**src/sv/ucdw_pkg.sv**
```systemverilog
`timescale 1ns / 1ps
package ucdw_pkg;

  // descriptor type codes
  localparam logic [7:0] TYPE_INTERFACE = 8'd4;
  localparam logic [7:0] TYPE_ENDPOINT  = 8'd5;

  // minimum lengths for a descriptor to be decoded
  localparam logic [7:0] IFACE_MIN_LEN = 8'd9;
  localparam logic [7:0] EP_MIN_LEN    = 8'd7;
  localparam logic [7:0] DESC_MIN_LEN  = 8'd2;

  localparam logic [1:0]  XFER_ISOC   = 2'd1;
  localparam logic [15:0] MAXP_LIMIT  = 16'd1024;
  localparam logic [3:0]  EP_NUM_MASK = 4'hF;

  // configuration register indexes
  localparam logic CFG_KNOWN_CLASS_A = 1'b0;
  localparam logic CFG_KNOWN_CLASS_B = 1'b1;

  typedef struct packed {
    logic [10:0] pkt_size;
    logic [7:0]  interval;
    logic [1:0]  xfer_type;
    logic        dir_in;
    logic [3:0]  number;
  } ep_entry_t;

endpackage

```
**src/sv/usb_config_descriptor_walker.sv**
```systemverilog
`timescale 1ns / 1ps
// USB configuration block walker.
//
// Input stream (s_axis_*): one byte of a configuration block per transaction,
// tlast on the final byte that arrived. Descriptors are stepped over by their
// length byte; interface and endpoint descriptors are decoded as their last
// byte is taken, all in the cycle of that byte.
// Output stream (m_axis_*): on the tlast byte a run of results is captured
// into an output buffer and the walk state clears, so the next block may
// start in the very next cycle. The run has one transaction per recorded
// endpoint (one with zeroed endpoint fields if none), tlast on the final one.
// Latency: the first result is valid the cycle after the tlast byte.
// Throughput: one byte per cycle. The output buffer holds one run; it drains
// at one result per cycle, and a tlast byte arriving while a previous run is
// still in the buffer waits (tready low) until that run's final result is
// taken. Bytes without tlast are never stalled.
// Reset: walk state clears, the class registers return to 3 and 8, the output
// buffer is empty. A stalled receiver holds the current result in place.
// Configuration writes take effect at the next byte.
module usb_config_descriptor_walker #(
  parameter int MAX_ENDPOINTS = 4
) (
  input  logic        clk_i,
  input  logic        rst_ni,
  input  logic        cfg_we_i,
  input  logic        cfg_addr_i,
  input  logic [7:0]  cfg_wdata_i,
  input  logic        s_axis_tvalid_i,
  output logic        s_axis_tready_o,
  input  logic [7:0]  s_axis_tdata_i,   // byte_value
  input  logic        s_axis_tlast_i,   // last_byte
  output logic        m_axis_tvalid_o,
  input  logic        m_axis_tready_i,
  // class, subclass, protocol, interface number, interface total,
  // endpoint count, ep number, ep dir, ep type, ep interval, ep packet size
  output logic [71:0] m_axis_tdata_o,
  output logic        m_axis_tlast_o    // last_item
);
  import ucdw_pkg::*;

  localparam int CntW = $clog2(MAX_ENDPOINTS + 1);
  localparam int IdxW = (MAX_ENDPOINTS > 1) ? $clog2(MAX_ENDPOINTS) : 1;

  logic [7:0] class_a_q, class_b_q;

  logic [7:0] offset_q, offset_d;
  logic [7:0] length_q, length_d;
  logic [7:0] type_q, type_d;
  logic [7:0] bytes_q [2:7];
  logic [7:0] bytes_d [2:7];
  logic       halted_q, halted_d;
  logic       have_q, have_d;
  logic       known_q, known_d;
  logic       collect_q, collect_d;
  logic [7:0] seen_q, seen_d;
  logic [31:0] chosen_q, chosen_d;
  ep_entry_t  table_q [MAX_ENDPOINTS];
  ep_entry_t  table_d [MAX_ENDPOINTS];
  logic [CntW-1:0] cnt_q, cnt_d;

  logic            busy_q, busy_d;
  logic [IdxW-1:0] oidx_q, oidx_d;
  logic [CntW-1:0] ocnt_q;
  logic [31:0]     ochosen_q;
  logic [7:0]      oseen_q;
  ep_entry_t       otable_q [MAX_ENDPOINTS];

  logic       in_acc, out_acc, out_last, load;
  logic [7:0] b;
  logic [7:0] v [2:7];
  logic [7:0] typ_v;
  logic       cls_known, finish;
  logic [15:0] maxp;
  ep_entry_t  new_ep;
  ep_entry_t  cur_ep;
  logic [31:0] cnt_ext;

  assign b       = s_axis_tdata_i;
  assign in_acc  = s_axis_tvalid_i && s_axis_tready_o;
  assign out_acc = busy_q && m_axis_tready_i;
  assign load    = in_acc && s_axis_tlast_i;

  assign out_last = (ocnt_q == '0) || (32'(oidx_q) + 32'd1 == 32'(ocnt_q));
  assign s_axis_tready_o = !busy_q || !s_axis_tlast_i || (m_axis_tready_i && out_last);

  // byte view with the current byte merged in, for the finishing byte
  always_comb begin
    for (int k = 2; k <= 7; k++) begin
      v[k] = (offset_q == 8'(k)) ? b : bytes_q[k];
    end
  end

  assign typ_v     = (offset_q == 8'd1) ? b : type_q;
  assign cls_known = (v[5] == class_a_q) || (v[5] == class_b_q);
  assign finish    = (offset_q == length_q - 8'd1);
  assign maxp      = {v[5], v[4]};

  always_comb begin
    new_ep.number    = v[2][3:0] & EP_NUM_MASK;
    new_ep.dir_in    = v[2][7];
    new_ep.xfer_type = v[3][1:0];
    new_ep.interval  = v[6];
    new_ep.pkt_size  = maxp[10:0];
  end

  always_comb begin
    offset_d  = offset_q;
    length_d  = length_q;
    type_d    = type_q;
    halted_d  = halted_q;
    have_d    = have_q;
    known_d   = known_q;
    collect_d = collect_q;
    seen_d    = seen_q;
    chosen_d  = chosen_q;
    cnt_d     = cnt_q;
    for (int k = 2; k <= 7; k++) bytes_d[k] = bytes_q[k];
    for (int k = 0; k < MAX_ENDPOINTS; k++) table_d[k] = table_q[k];

    if (in_acc && !halted_q) begin
      if (offset_q == 8'd0) begin
        if (b < DESC_MIN_LEN) begin
          halted_d = 1'b1;
        end else begin
          length_d = b;
          offset_d = 8'd1;
        end
      end else begin
        if (offset_q == 8'd1) type_d = b;
        for (int k = 2; k <= 7; k++) begin
          if (offset_q == 8'(k)) bytes_d[k] = b;
        end
        if (finish) begin
          offset_d = 8'd0;
          if (typ_v == TYPE_INTERFACE && length_q >= IFACE_MIN_LEN) begin
            if (v[3] != 8'd0) begin
              collect_d = 1'b0;
            end else begin
              if (seen_q != 8'hFF) seen_d = seen_q + 8'd1;
              if (!have_q || (cls_known && !known_q)) begin
                chosen_d  = {v[2], v[7], v[6], v[5]};
                cnt_d     = '0;
                have_d    = 1'b1;
                known_d   = cls_known;
                collect_d = 1'b1;
              end else begin
                collect_d = 1'b0;
              end
            end
          end else if (typ_v == TYPE_ENDPOINT && collect_q && length_q >= EP_MIN_LEN) begin
            if (new_ep.number != 4'd0 && new_ep.xfer_type != XFER_ISOC &&
                maxp != 16'd0 && maxp <= MAXP_LIMIT &&
                32'(cnt_q) < 32'(MAX_ENDPOINTS)) begin
              table_d[cnt_q[IdxW-1:0]] = new_ep;
              cnt_d = cnt_q + CntW'(1);
            end
          end
        end else begin
          offset_d = offset_q + 8'd1;
        end
      end
    end
  end

  // output buffer control
  always_comb begin
    busy_d = busy_q;
    oidx_d = oidx_q;
    if (out_acc) begin
      if (out_last) begin
        busy_d = 1'b0;
      end else begin
        oidx_d = oidx_q + IdxW'(1);
      end
    end
    if (load) begin
      busy_d = 1'b1;
      oidx_d = '0;
    end
  end

  always_ff @(posedge clk_i or negedge rst_ni) begin
    if (!rst_ni) begin
      class_a_q <= 8'd3;
      class_b_q <= 8'd8;
    end else if (cfg_we_i) begin
      case (cfg_addr_i)
        CFG_KNOWN_CLASS_A: class_a_q <= cfg_wdata_i;
        CFG_KNOWN_CLASS_B: class_b_q <= cfg_wdata_i;
        default: ;
      endcase
    end
  end

  always_ff @(posedge clk_i or negedge rst_ni) begin
    if (!rst_ni) begin
      offset_q  <= '0;
      length_q  <= '0;
      type_q    <= '0;
      halted_q  <= 1'b0;
      have_q    <= 1'b0;
      known_q   <= 1'b0;
      collect_q <= 1'b0;
      seen_q    <= '0;
      chosen_q  <= '0;
      cnt_q     <= '0;
      busy_q    <= 1'b0;
      oidx_q    <= '0;
    end else begin
      busy_q <= busy_d;
      oidx_q <= oidx_d;
      if (load) begin
        // end of block: walk state returns to its reset values
        offset_q  <= '0;
        length_q  <= '0;
        type_q    <= '0;
        halted_q  <= 1'b0;
        have_q    <= 1'b0;
        known_q   <= 1'b0;
        collect_q <= 1'b0;
        seen_q    <= '0;
        chosen_q  <= '0;
        cnt_q     <= '0;
      end else begin
        offset_q  <= offset_d;
        length_q  <= length_d;
        type_q    <= type_d;
        halted_q  <= halted_d;
        have_q    <= have_d;
        known_q   <= known_d;
        collect_q <= collect_d;
        seen_q    <= seen_d;
        chosen_q  <= chosen_d;
        cnt_q     <= cnt_d;
      end
    end
  end

  // payload storage, no reset needed
  always_ff @(posedge clk_i) begin
    for (int k = 2; k <= 7; k++) bytes_q[k] <= bytes_d[k];
    for (int k = 0; k < MAX_ENDPOINTS; k++) table_q[k] <= table_d[k];
    if (load) begin
      ocnt_q    <= cnt_d;
      ochosen_q <= chosen_d;
      oseen_q   <= seen_d;
      for (int k = 0; k < MAX_ENDPOINTS; k++) otable_q[k] <= table_d[k];
    end
  end

  always_comb begin
    cur_ep = otable_q[oidx_q];
    if (ocnt_q == '0) cur_ep = '0;
  end

  assign cnt_ext = 32'(ocnt_q);

  assign m_axis_tvalid_o = busy_q;
  assign m_axis_tlast_o  = out_last;
  assign m_axis_tdata_o  = {3'b000, cur_ep.pkt_size, cur_ep.interval, cur_ep.xfer_type,
                            cur_ep.dir_in, cur_ep.number, cnt_ext[2:0], oseen_q,
                            ochosen_q};

endmodule

```
**config.mk**
```make
export PLATFORM = sky130hd
export DESIGN_NAME = usb_config_descriptor_walker
export DESIGN_NICKNAME = d
export VERILOG_FILES = /design/src/sv/ucdw_pkg.sv /design/src/sv/usb_config_descriptor_walker.sv
export SDC_FILE = /design/constraint.sdc
export NUM_CORES = 1
export LEC_CHECK = 0
export BUFFER_PORTS_ARGS = -buffer_cell sky130_fd_sc_hd__buf_2
export CORE_ASPECT_RATIO = 1.2
export CORE_MARGIN = 2
export CORE_UTILIZATION = 59
export DETAILED_ROUTE_END_ITERATION = 10
export PLACE_DENSITY_LB_ADDON = 0.1
export SYNTH_ARGS = -nofsm -noshare
export SYNTH_HDL_FRONTEND = slang
export SYNTH_SLANG_ARGS = --single-unit
```
**constraint.sdc**
```tcl
create_clock -name clk_i -period 10.5 [get_ports clk_i]
set_input_delay 3.15 -clock clk_i [delete_from_list [all_inputs] [get_ports clk_i]]
set_output_delay 3.15 -clock clk_i [all_outputs]
set_load 0.02 [all_outputs]
```
=== After elaboration in Yosys (flattened, before gate mapping) ===
Memories as Yosys holds them, arrays and structs flattened.
Cells that the tools add are included.

* Flip-flop bits (word level): 133
* RAM bits: 256
* Input port bits: 23
* Output and inout port bits: 75
* Logic and storage cells: 189
* Memories kept: 3

* Add/sub/neg operators: 6
* Order comparisons: 7
* Equal/unequal tests: 20
* Multiplexer cells: 87
* Bitwise gates (word level): 2
* Reductions and logical operators: 47

{| class="wikitable"
|+ Memory list
! name !! words !! width !! rd ports !! clocked after Yosys merged registers in !! wr ports !! RTL line !! RTL
|-
| otable_q || 4 || 26 || 1 || 0 || 4 || usb_config_descriptor_walker.sv:66 || <nowiki>ep_entry_t otable_q [MAX_ENDPOINTS];</nowiki>
|-
| table_q || 4 || 26 || 4 || 0 || 4 || usb_config_descriptor_walker.sv:57 || <nowiki>ep_entry_t table_q [MAX_ENDPOINTS];</nowiki>
|-
| bytes_q || 6 || 8 || 6 || 0 || 6 || usb_config_descriptor_walker.sv:49 || <nowiki>logic [7:0] bytes_q [2:7];</nowiki>
|}

{| class="wikitable"
|+ Operators with widths
! operator !! count
|-
| two-way mux 104 bit || 6
|-
| two-way mux 32 bit || 7
|-
| two-way mux 8 bit || 26
|-
| bitwise mux 104 bit || 1
|-
| two-way mux 48 bit || 2
|-
| demux 26 bit (select 2 bit) || 1
|-
| two-way mux 26 bit || 2
|-
| equality test 8 x 3 -> 1 bit (second input constant) || 6
|-
| two-way mux 1 bit || 30
|-
| two-way mux 3 bit || 9
|-
| equality test 8 bit || 3
|-
| adder 8 x 1 -> 8 bit (second input constant) || 2
|-
| equality test 8 x 2 -> 1 bit (second input constant) || 2
|-
| less-or-equal comparator 16 x 11 -> 1 bit (second input constant) || 1
|-
| nonzero test 16 bit || 1
|-
| nonzero test 2 bit || 8
|-
| logical AND 1 bit || 14
|-
| AND reduction 2 bit || 6
|-
| equality test 8 x 1 -> 1 bit (second input constant) || 1
|-
| >= comparator 8 x 3 -> 1 bit (second input constant) || 1
|-
| >= comparator 8 x 4 -> 1 bit (second input constant) || 1
|-
| logical NOT 8 bit || 1
|-
| less-than comparator 8 x 2 -> 1 bit (second input constant) || 1
|-
| inequality test 8 bit (second input constant) || 1
|-
| other kinds (22) || 36
|}

=== Logic depth before layout (Yosys ltp) ===
* Depth after elaboration: 14
* Depth in mapped cells: 12
* Gate-level depth less buffers: 11

=== Worst setup path before layout ===
OpenSTA, ideal clock, no wires.

* Path kind: in2reg
* From: input m_axis_tready_i
* To: register ochosen_q[0], enable pin
* Setup time: 569 ps
* Arrival time: 8,155 ps
* Data required time: 9,931 ps
* Path slack: 1,776 ps
* Stages on the path: 6
* Buffers on the path: 2
* Path through: a21bo_2 > nand2_1 > nand3_1 > inv_1 > clkbuf_1 > clkbuf_1

* Word-level cells in the longest chain between the ends: 4

{| class="wikitable"
|+ RTL lines
! item !! RTL line !! RTL
|-
| start: declaration || usb_config_descriptor_walker.sv:33 || <nowiki>input logic m_axis_tready_i,</nowiki>
|-
| logical AND 1 bit || usb_config_descriptor_walker.sv:84 || <nowiki>assign s_axis_tready_o = !busy_q || !s_axis_tlast_i || (m_axis_tready_i && out_last);</nowiki>
|-
| logical OR 1 bit || usb_config_descriptor_walker.sv:84 ||
|-
| logical AND 1 bit || usb_config_descriptor_walker.sv:79 || <nowiki>assign in_acc = s_axis_tvalid_i && s_axis_tready_o;</nowiki>
|-
| logical AND 1 bit || usb_config_descriptor_walker.sv:81 || <nowiki>assign load = in_acc && s_axis_tlast_i;</nowiki>
|-
| end signal: assignment || usb_config_descriptor_walker.sv:245 || <nowiki>ochosen_q <= chosen_d;</nowiki>
|-
| end: declaration || usb_config_descriptor_walker.sv:64 || <nowiki>logic [31:0] ochosen_q;</nowiki>
|}

Every way passes these cells.
A chain may end at the register's enable or synchronous reset.

=== Worst setup path in the final report ===
* From: input m_axis_tready_i
* To: output s_axis_tready_o

* Word-level cells in the longest chain between the ends: 2

{| class="wikitable"
|+ RTL lines
! item !! RTL line !! RTL
|-
| logical AND 1 bit || usb_config_descriptor_walker.sv:84 ||
|-
| logical OR 1 bit || usb_config_descriptor_walker.sv:84 ||
|-
| end: declaration || usb_config_descriptor_walker.sv:29 || <nowiki>output logic s_axis_tready_o,</nowiki>
|}

Every way passes these cells.

==> flow_results.org <==
** Worst setup path
- The worst setup path is launched from a primary input.
- Nature of the critical path endpoint :: output port
- On the critical path, the stage with the largest delay is an instance of sky130_fd_sc_hd__a21bo_2.
- CP peak stage delay :: 250 ps
- Critical Path Start :: m_axis_tready_i
- Worst path most repeated cell :: sky130_fd_sc_hd__buf_2
- Data arrives at the worst endpoint at 3790 ps.
- The critical path is of the primary input to output port type.
- Traced cell by cell, the critical path runs through buf_2 -> a21bo_2 -> nand3_1 -> buf_2.
- Data on the critical path is required at its endpoint by 7350 ps.
- R2r worst-path depth :: 10
- Worst r2r src :: oidx_q[1]$_DFFE_PN0P_
- Critical path fanouts, max :: 6

** Synth
- Count of unique library cells instantiated by Yosys :: 75
- The cell count after synthesis came out at 1064.
- The synthesized design contains 389 register bits.
- Post-synthesis average cell area :: 15.4 um2
- Number of enable flip-flop cells after synthesis :: 195
- Fraction of registers with async set/reset :: 0.231
- Portion of the post-synthesis area used by sequential elements :: 0.624
- The mapped netlist covers 16300 um2.
- For this run, the number of Yosys warnings is 0.
- Most used DFF post-synth :: sky130_fd_sc_hd__edfxtp_1

** STA
- Fin Clk Skew :: 18.8 ps
- Total negative slack :: 0 ps
- Count of endpoints failing setup in the final report :: 0
- The worst pin sits at a relative slew slack of 0.379.
- Min cycle time layout :: 6940 ps
- PnR worst setup slack :: 3560 ps
- Hold violation count in the final report :: 0
- In the finished design, the share of the clock period the worst path needs comes to 0.661.
- For the pin with the worst max-slew slack, the measured transition is 932 ps.
- Setup repair after global routing missed its margin :: false
- For this run, the top clock speed supported by timing is 144 MHz.
- The max-slew violation count came to 0.
- Post-route worst hold slack :: 470 ps

** Floorplanning
- The die is 156 um wide.
- The initial utilization of the core area, before any placement, comes to 0.602.
- The die covers 29100 um2.
- Vert. Die Dim :: 186 um
- Cell row count :: 66
- The region available for standard cell placement spans 27200 um2.
- Pin placement for this block handled 98 I/O pins.

** Layout
- Number of filler cells placed in the layout :: 1923
- Multi-input gate area :: 5840 um2
- Highest-count cells in the layout ignoring fill and taps :: sky130_fd_sc_hd__edfxtp_1, sky130_fd_sc_hd__mux2_2, sky130_fd_sc_hd__dfxtp_1
- In the final layout, the share of cells above drive strength 1 is 0.348.
- Nets :: 1195
- Registers take 10200 um2.
- The number of antenna diodes in the final layout is 0.
- Commonest non-fill, non-tap cell in the layout :: sky130_fd_sc_hd__edfxtp_1
- Compared with the post-synthesis result, the final layout area differs by 12.0%.

** Clock tree
- In this run the post-CTS setup repair buffer count came out at 0.
- At the later pin of the worst-skew pair, clock insertion delay measures 530 ps.
- Hold buffer count at cts :: 0
- Root Buffer Master :: sky130_fd_sc_hd__clkbuf_16
- Num CTS Buffers :: 38
- TritonCTS built the clock tree.
- H-Tree Level Count :: 2
- Clock-pin slew was measured on the worst setup and hold paths at 60 ps.
- Sinks on the clock net :: 389
- Once the clock tree was built, the resizer swapped 0 gates to a different size.
- The clock passes through at most 3 buffers.

** GRT
- Global-route wire length before repair :: 52300 um
- Across every metal layer, demand over resource in global routing totals 0.231.
- Summed over all layers, the global routing overflow is 0.
- Largest net degree at the start of global routing :: 98
- The number of antenna violations at the first check in global routing is 0.
- The number of global-route vias before repair is 9276.

** Route
- Once detail routing completed, the nets flagged for antenna violations numbered 0.
- DRC violations left :: 0
- Number of iterations in the first detailed-routing pass :: 5
- The first routing iteration left 518 violations.
- Dividing the detail-routed via count by the number of cells gives 5.87.
- Detailed routing inserted a total of 8970 vias.
- For this block, the routed nets add up to 32600 um of wire.
- Detailed-route wire length per cell :: 21.3 um

** Pwr
- In this run the static leakage power is 7.52 nW.
- PwrDens :: 221 nW/um2
- Overall power consumption :: 0.00405 W
- The worst-case IR drop observed on VDD is 0.183 mV.

** Placement
- Routability-driven placement finished with a final weighted congestion of 0.829.
- Timing analysis after detailed placement gives a worst setup slack of 3570 ps.
- Number of buffer cells added on primary ports :: 94
- Post-DP HPWL :: 19700 um

** Run status
- Status :: complete, no violations

** Hold path
- Tightest Hold Check Type :: flip-flop to flip-flop
- Number of cells on the worst hold path :: 1
- The startpoint identified for the worst hold timing path is table_q[0][20]$_DFF_P_.

** Run
- MaxCap Viol Count :: 0
[cell families (layout without fill, tap and decap cells)]
logic type,count (synthesis),after routing,synth area share
buffers and inverters,63,186,0.0201
AOI/OAI and AO/OA,78,78,0.0367
DFF,389,389,0.624
other,1,3,0.000229
xor gates and xnor gates,44,44,0.0236
adders and majority gates,13,13,0.00995
muxes,243,243,0.203
and+or+nand+nor,233,233,0.0831
[registers in the layout (all words and copies together), names as in the netlist]
| signal | count |
|---|---|
| have_q | 1 |
| table_q | 104 |
| bytes_q | 48 |
| known_q | 1 |
| otable_q | 104 |
| oseen_q | 8 |
| type_q | 8 |
| ochosen_q | 32 |
| length_q | 8 |
| class_b_q | 8 |
| halted_q | 1 |
| collect_q | 1 |
| seen_q | 8 |
| cnt_q | 3 |
| m_axis_tvalid_o | 1 |
| ocnt_q | 3 |
| oidx_q | 2 |
| offset_q | 8 |
| class_a_q | 8 |
| chosen_q | 32 |
[per-layer routing]
layer,GRT usage,part of all wire,vias to the layer above
met5,0,0,-
met4,0.0628,0.023,0
met3,0.0369,0.043,57
met2,0.368,0.47,203
met1,0.333,0.46,4576
li1,-,-,4134
[final timing paths]
path | slack, ps | end
min reg2reg | 470 | table_q[0][20]$_DFF_P_
max in group asynchronous | 6750 | oidx_q[0]$_DFFE_PN0P_
max | 3560 | s_axis_tready_o
max reg2reg | 5780 | otable_q[0][23]$_DFFE_PP_
min | 470 | table_q[0][20]$_DFF_P_
min in group asynchronous | 2630 | chosen_q[22]$_DFF_PN0_
[worst max-delay path, delay by kind of cell]
kind            cells  cell delay (ps)
compound gates      1              250
simple gates        1               90
buf+inv             2              300
[stage by stage]
step | cell area, um2 | utilization | cells
2_1_floorplan | 16400 | - | 1066
3_3_place_gp | 17100 | 0.628 | 1459
3_5_place_dp | 17100 | 0.628 | 1459
4_1_cts | 18300 | 0.674 | 1529
5_1_grt | 18300 | 0.674 | 1529
6_report | 18300 | 0.674 | 1529
[power by group]
part,switching [W],internal [W]
logic,0.000496,0.000370
registers,0.000114,0.00174
clock network,0.000561,0.000775
[cell type report]
class,count,area share
multi-input combinational,614,0.319
timing repair buffer,104,0.0299
clock inverter,14,0.00602
tap,340,0.0232
clock buffer,56,0.0617
sequential,389,0.557
inverter,12,0.00273
[synthesized netlist by cell type (all sizes together) (14+ instances only)]
library cell	n	area [um2]
a22o	18	158
and2	38	238
buf	20	166
clkbuf	31	118
dfrtp	87	2180
dfxtp	104	2080
edfxtp	195	5860
mux2	203	2590
mux2i	14	140
mux4	26	586
nand2	36	165
nor2	31	116
nor2b	36	225
nor3	17	96.4
o21ai	15	78.8
xnor2	30	263
xor2	14	123
No activity file was read; power rests on OpenSTA's default activity.
